--- src/design/khava_pkg.sv ---
// Shared key codes, event kinds, register indexes and step constants for the value adjuster.
`default_nettype none
package khava_pkg;

  typedef enum logic [1:0] {
    KEY_NONE = 2'd0,
    KEY_UP   = 2'd1,
    KEY_OK   = 2'd2,
    KEY_DOWN = 2'd3
  } key_t;

  typedef enum logic [1:0] {
    KIND_HELD     = 2'd0,
    KIND_PRESSED  = 2'd1,
    KIND_RELEASED = 2'd2
  } kind_t;

  typedef enum logic [1:0] {
    REG_MINIMUM = 2'd0,
    REG_MAXIMUM = 2'd1,
    REG_MEDIUM  = 2'd2,
    REG_FAST    = 2'd3
  } reg_index_t;

  localparam logic [0:0] OP_LOAD = 1'b0;
  localparam logic [0:0] OP_POLL = 1'b1;

  localparam logic [7:0]  HOLD_MAX      = 8'hff;
  localparam logic [7:0]  HOLD_FOLD     = 8'hfb;
  localparam logic [7:0]  HOLD_FAST     = 8'h28;
  localparam logic [7:0]  HOLD_MEDIUM   = 8'h14;
  localparam logic [1:0]  REPEAT_MASK   = 2'b11;

  localparam logic [15:0] RESET_MINIMUM = 16'd0;
  localparam logic [15:0] RESET_MAXIMUM = 16'hffff;
  localparam logic [15:0] RESET_MEDIUM  = 16'd10;
  localparam logic [15:0] RESET_FAST    = 16'd100;

endpackage
`default_nettype wire

--- src/design/key_hold_accelerated_value_adjust.sv ---
// Keypad auto-repeat with accelerated adjustment of a clamped 16-bit value.
// The result word is registered into the output register when the input is accepted.
// Throughput: one word per cycle while out_ready holds; the output register frees itself in the cycle it is taken.
// Reset (synchronous, rst high): no key held, hold count and value zero, limits and
// steps back to 0 / 65535 / 10 / 100, and the output register empty.
`default_nettype none
module key_hold_accelerated_value_adjust
  import khava_pkg::*;
(
  input  wire logic        clk,
  input  wire logic        rst,
  // Configuration write port.
  input  wire logic        cfg_write_enable,
  input  wire logic [1:0]  cfg_index,
  input  wire logic [15:0] cfg_data,
  // Input channel.
  input  wire logic        in_valid,
  output logic             in_ready,
  input  wire logic        op,
  input  wire logic [15:0] load_value,
  input  wire logic [2:0]  pressed_keys,
  // Result channel.
  output logic             out_valid,
  input  wire logic        out_ready,
  output logic [1:0]       event_key,
  output logic [1:0]       event_kind,
  output logic [15:0]      current_value,
  output logic             done_res,
  output logic             click
);

  // Configuration registers.
  logic [15:0] minimum_value;
  logic [15:0] maximum_value;
  logic [15:0] medium_step;
  logic [15:0] fast_step;

  // Key tracking state and the stored value.
  key_t        last_key;
  logic [7:0]  hold_count;
  logic [15:0] adjusted_value;

  key_t        last_key_next;
  logic [7:0]  hold_count_next;
  logic [15:0] adjusted_value_next;

  // Result word computed from the accepted input and the current state.
  key_t        ev_key;
  kind_t       ev_kind;
  logic        ev_done;
  logic        ev_click;

  key_t        code;
  key_t        poll_key;
  logic [7:0]  poll_count;
  logic [7:0]  folded_count;
  logic [7:0]  h;
  logic [15:0] step;
  logic        stepping;
  logic signed [17:0] room_up;
  logic signed [17:0] room_down;
  logic signed [17:0] step_s;
  logic [15:0] stepped_value;

  logic in_accept;

  // The output register is the only buffer: a new word enters whenever the
  // register is empty or its word is taken in this same cycle.
  assign in_ready  = !out_valid || out_ready;
  assign in_accept = in_valid && in_ready;

  // Exactly one key down gives its code; anything else counts as no key.
  always_comb begin
    unique case (pressed_keys)
      3'b001:  code = KEY_UP;
      3'b010:  code = KEY_OK;
      3'b100:  code = KEY_DOWN;
      default: code = KEY_NONE;
    endcase
  end

  // Hold tracking. A key that changes while one is held is reported as the
  // release of the held key; the released key stays visible for that poll.
  always_comb begin
    poll_key   = last_key;
    poll_count = hold_count;
    ev_click   = 1'b0;
    if (hold_count != 8'd0 && last_key != KEY_NONE) begin
      if (code == last_key) begin
        if (hold_count != HOLD_MAX) begin
          poll_count = hold_count + 8'd1;
        end
      end else begin
        poll_count = 8'd0;
      end
    end else if (code != KEY_NONE) begin
      poll_key   = code;
      poll_count = 8'd1;
      ev_click   = 1'b1;
    end else begin
      poll_key   = KEY_NONE;
      poll_count = 8'd0;
    end
  end

  // Event kind follows the updated hold count.
  always_comb begin
    ev_key  = poll_key;
    ev_kind = KIND_HELD;
    if (poll_key != KEY_NONE) begin
      if (poll_count == 8'd0) begin
        ev_kind = KIND_RELEASED;
      end else if (poll_count == 8'd1) begin
        ev_kind = KIND_PRESSED;
      end
    end
    ev_done = (poll_key == KEY_OK) && (poll_count == 8'd0);
  end

  // Accelerated step: the first press steps by one, then every fourth poll
  // repeats with a step that grows with the hold length. A saturated count
  // folds back so the repeat cadence keeps going.
  always_comb begin
    stepping     = (poll_key == KEY_UP || poll_key == KEY_DOWN) && (poll_count != 8'd0);
    folded_count = (poll_count == HOLD_MAX) ? HOLD_FOLD : poll_count;
    h            = folded_count - 8'd1;
    if ((h[1:0] & REPEAT_MASK) != 2'b00) begin
      step = 16'd0;
    end else if (h >= HOLD_FAST) begin
      step = fast_step;
    end else if (h >= HOLD_MEDIUM) begin
      step = medium_step;
    end else begin
      step = 16'd1;
    end
  end

  // Clamp against signed distances to the limits, so a value outside a limit
  // snaps onto it on any up or down poll that steps toward that limit, even with a zero step.
  always_comb begin
    step_s    = $signed({2'b00, step});
    room_up   = $signed({2'b00, maximum_value}) - $signed({2'b00, adjusted_value});
    room_down = $signed({2'b00, adjusted_value}) - $signed({2'b00, minimum_value});
    if (poll_key == KEY_UP) begin
      stepped_value = (room_up > step_s) ? (adjusted_value + step) : maximum_value;
    end else begin
      stepped_value = (room_down > step_s) ? (adjusted_value - step) : minimum_value;
    end
  end

  // Next state for a poll or a load.
  always_comb begin
    last_key_next       = last_key;
    hold_count_next     = hold_count;
    adjusted_value_next = adjusted_value;
    if (op == OP_LOAD) begin
      adjusted_value_next = load_value;
    end else begin
      last_key_next   = poll_key;
      hold_count_next = stepping ? folded_count : poll_count;
      if (stepping) begin
        adjusted_value_next = stepped_value;
      end
    end
  end

  // Configuration writes.
  always_ff @(posedge clk) begin
    if (rst) begin
      minimum_value <= RESET_MINIMUM;
      maximum_value <= RESET_MAXIMUM;
      medium_step   <= RESET_MEDIUM;
      fast_step     <= RESET_FAST;
    end else if (cfg_write_enable) begin
      unique case (reg_index_t'(cfg_index))
        REG_MINIMUM: minimum_value <= cfg_data;
        REG_MAXIMUM: maximum_value <= cfg_data;
        REG_MEDIUM:  medium_step   <= cfg_data;
        REG_FAST:    fast_step     <= cfg_data;
      endcase
    end
  end

  // Key state and value update on every accepted word.
  always_ff @(posedge clk) begin
    if (rst) begin
      last_key       <= KEY_NONE;
      hold_count     <= 8'd0;
      adjusted_value <= 16'd0;
    end else if (in_accept) begin
      last_key       <= last_key_next;
      hold_count     <= hold_count_next;
      adjusted_value <= adjusted_value_next;
    end
  end

  // Output register valid flag.
  always_ff @(posedge clk) begin
    if (rst) begin
      out_valid <= 1'b0;
    end else if (in_accept) begin
      out_valid <= 1'b1;
    end else if (out_ready) begin
      out_valid <= 1'b0;
    end
  end

  // Output register payload; a load reports no key activity.
  always_ff @(posedge clk) begin
    if (in_accept) begin
      current_value <= adjusted_value_next;
      if (op == OP_LOAD) begin
        event_key  <= KEY_NONE;
        event_kind <= KIND_HELD;
        done_res   <= 1'b0;
        click      <= 1'b0;
      end else begin
        event_key  <= ev_key;
        event_kind <= ev_kind;
        done_res   <= ev_done;
        click      <= ev_click;
      end
    end
  end

endmodule
`default_nettype wire
--- config.mk ---
export PLATFORM = sky130hd
export DESIGN_NAME = key_hold_accelerated_value_adjust
export DESIGN_NICKNAME = d
export VERILOG_FILES = /design/src/design/khava_pkg.sv /design/src/design/key_hold_accelerated_value_adjust.sv
export SDC_FILE = /design/constraint.sdc
export NUM_CORES = 1
export LEC_CHECK = 0
export BUFFER_PORTS_ARGS = -buffer_cell sky130_fd_sc_hd__buf_2
export CAP_MARGIN = 20
export CORE_AREA = 2 2 148 136
export DETAILED_ROUTE_END_ITERATION = 10
export DIE_AREA = 0 0 150 138
export GPL_TIMING_DRIVEN = 0
export PLACE_DENSITY = 0.67
export SLEW_MARGIN = 20
export SYNTH_ARGS = -nofsm -noshare
export SYNTH_HDL_FRONTEND = slang
export SYNTH_SLANG_ARGS = --single-unit
--- constraint.sdc ---
create_clock -name clk -period 16.2 [get_ports clk]
set_clock_uncertainty 0.1 [all_clocks]
set_input_delay 4.86 -clock clk [delete_from_list [all_inputs] [get_ports clk]]
set_output_delay 4.86 -clock clk [all_outputs]
set_load 0.02 [all_outputs]
==> flow_summary_export.csv <==
group,metric,value,unit
floorplan,ios,67,
floorplan,die_h,138,µm
global_routing,grt_pass1_vias,8765,
global_routing,grt_max_degree,32,
clocking,clkSlewWorstSetupHoldPaths,60,ps
clocking,cts_buffers,17,
synthesis,synth_compound_area_frac,0.229,
synthesis,muxShareOfSynthArea,0.0379,
timing,hold_viol_final,0,
pwr,power,0.00108,W
clocking,post_cts_resized,0,
placed_design,post-place-cells,1550,
floorplan,dieArea,20700,µm²
timing,tns,0,ps
synthesis,yosys_warnings,0,
clocking,cts_buffer_depth,2,
timing,setup_viol,0,
clocking,root_buffer,"clkbuf_16",
synthesis,yosys.area_share.simple,0.222,
synthesis,syn_area_per_cell,7.64,µm²
synthesis,seq_area_frac_synth,0.264,
detailed_routing,routed_wl,29400,µm
critical_path,crit_chain,"clkbuf_1, and3b_1, o21ai_1, a21oi_2, a21oi_4, a311oi_4, buf_2, mux2i_1, a21oi_1, ha_1, nand4_1, or4_1, o22ai_1, a2111oi_0, a31oi_1, buf_2, mux2_2, o21ai_0, o21ai_0, o21a_1",
clocking,clock_sinks,113,
synthesis,synth_flop_cell,"dfxtp_1",
timing,fin_crit,11150,ps
synthesis,synth_top_area_frac,0.194,
global_routing,grt.overflow.total,0,
finish,synthToLayoutAreaGrowth,13.5,%
synthesis,synth_fa_ha_area_frac,0.141,
detailed_routing,drtAntennaViolNets,0,
detailed_routing,dr_total_vias,9215,
critical_path,crit_fanout,10,
critical_path,critPathBufInv,3,
synthesis,synth.distinct_cells,75,
timing,worstMarginPinSlew,1080,ps
floorplan,design.core.area,19400,µm²
timing,layout_setup_ws,5050,ps
flow_run,maxCapViolCount,0,
detailed_routing,routed_via_density,5.82,
placed_design,routabilityCongestion,0.965,
synthesis,async_flop_share,0,
critical_path,worstPathArrival,11370,ps
clocking,htree_levels,4,
global_routing,grt_usage,0.285,
finish,drive_above_1_share,0.108,
clocking,cts_hold_buf,0,
critical_path,worstPathRequired,16410,ps
critical_path,crit_path_end_kind,"flop",
synthesis,synth_top_family_by_area,"compound AO/OA/AOI/OAI gates",
synthesis,synth_edf_count,22,
synthesis,yosys-top-cells-area,"dfxtp_1, ha_1, nand2_1",
clocking,worstSkewPairLatency,420,ps
detailed_routing,wl_per_cell,18.6,µm
synthesis,syn-num-nets,1379,
global_routing,grt_pass1_wl,46000,µm
synthesis,synth-xor-area-share,0.0465,
global_routing,antenna_found_initial,0,
pwr,p_leak,4.46,nW
status,status,"completed",
timing,relSlewSlack,0.273,
floorplan,rows,49,
synthesis,syn_area,9410,µm²
synthesis,synthCells,1232,
clocking,post_cts_buffers,0,
finish,fillers,1923,
pwr,ir_drop,0.0831,mV
placed_design,dp_hpwl,23800,µm
critical_path,slowest_stage,"a31oi_1",
detailed_routing,first_iter_violations,649,
pwr,power_density,101,nW/µm²
placed_design,dpl_worst_slack,4710,ps
timing,max_freq,89.7,MHz
timing,rsz0062_at_grt,"false",
timing,timing.final.crit_share,0.688,
finish,fin_nets,1461,
finish,finalNonFillerCells,1582,
critical_path,path_delay_family,"compound AO/OA/AOI/OAI gates",
synthesis,synth_top_area_cell,"dfxtp_1",
placed_design,port-buffer-count,63,
timing,slew_viol_final,0,
synthesis,synth.ff_latch_count,113,
detailed_routing,drc,0,
floorplan,dieWidth,150,µm
detailed_routing,firstDrtPassIters,7,
clocking,cts_tree,"done",
floorplan,start_util,0.486,
critical_path,startpoint_type,"primary input",
timing,hold_slack,352,ps
critical_path,critPathMaxStageDelay,860,ps
hold_path,hold_class,"reg2reg",
critical_path,crit_type,"in2reg",
## through the flow
stage / utilization / instance area, µm²
after floorplan: - / 9410
after CTS: 0.551 / 10700
after global placement: 0.518 / 10000
final: 0.551 / 10700
after detailed placement: 0.518 / 10000
after global routing: 0.551 / 10700
## metal layers
layer / GRT usage / part of all wire
met1: 0.394 / 0.44
met2: 0.458 / 0.46
met3: 0.0399 / 0.079
met4: 0.0978 / 0.024
met5: 0 / 0
## power by group
part / leakage, nW / internal (W) / switching (W)
combinational: 3.18 / 0.000145 / 0.000215
sequential: 0.961 / 0.000303 / 0.0000147
clock: 0.310 / 0.000260 / 0.000140
## worst paths after layout
check | slack, ps | to | from | cells after the start
worst max register to register | 8590 | adjusted_value[7] | hold_count[0] | 23
worst max-delay path | 5050 | adjusted_value[7] | pressed_keys[2] | 20
worst min-delay path | 350 | medium_step[14] | medium_step[14] | 2
worst min register to register | 350 | medium_step[14] | medium_step[14] | 2
## area by class of cell
| class | count | area, µm² | area share |
|---|---|---|---|
| Antenna cell | 1 | 2.50 | 0.000234 |
| Clock inverter | 11 | 153 | 0.0143 |
| Inverter | 83 | 312 | 0.0292 |
| Multi-Input combinational cell | 977 | 6380 | 0.597 |
| Sequential cell | 113 | 2480 | 0.232 |
| Clock buffer | 20 | 479 | 0.0449 |
| Timing Repair Buffer | 63 | 315 | 0.0295 |
| Buffer | 59 | 239 | 0.0224 |
| Tap cell | 255 | 319 | 0.0299 |
## sequential cells by signal, indices dropped and copies added (netlist names)
name and cells:
hold_count 8, event_kind 2, fast_step 16, out_valid 1, last_key 2, minimum_value 16, maximum_value 16, medium_step 16
done_res 1, current_value 16, click 1, event_key 2, adjusted_value 16
## kinds of logic after synthesis
family                     Yosys count
adders and majority gates          104
xor gates and xnor gates            50
and+or+nand+nor                    453
AOI/OAI and AO/OA                  335
buffers and inverters              142
muxes                               35
DFF                                113
## synth_stat cells (8+ instances only)
cell and n:
ha_1 100, nor3_1 25, o21a_1 18, inv_1 83
and3_1 8, xor2_1 11, o21ai_0 54, nand4_1 8
nor2b_1 12, nand2b_1 9, o211ai_1 10, o31ai_1 9
a21oi_1 122, buf_2 13, dfxtp_1 91, or2_2 19
xnor2_1 39, nand2_1 203, a31oi_1 11, a21o_1 20
edfxtp_1 22, clkbuf_1 45, mux2i_1 30, nor2_1 79
a211oi_1 21, nand3_1 51
## layout by cell type (no fill, tap or decap), drive strengths merged, types with 6 or more instances in the layout
master,count
nand2,203
a21oi,124
ha,100
dfxtp,91
inv,83
nor2,79
buf,77
clkbuf,65
o21ai,57
nand3,52
xnor2,39
mux2i,30
nor3,25
edfxtp,22
a211oi,21
a21o,20
or2,19
o21a,18
nor2b,12
a31oi,11
xor2,11
o211ai,10
nand2b,9
o31ai,9
nand4,8
and3,8
a2111oi,8
clkinv,8
a21boi,7
o21bai,6
and2,6
a311oi,6
## tightest hold or removal path, cell delays in order (launching register included)
cell and delay (ps):
dfxtp_1 310, nand2_1 50, a21oi_1 50
Note: power is estimated with default switching activity, not from simulation.
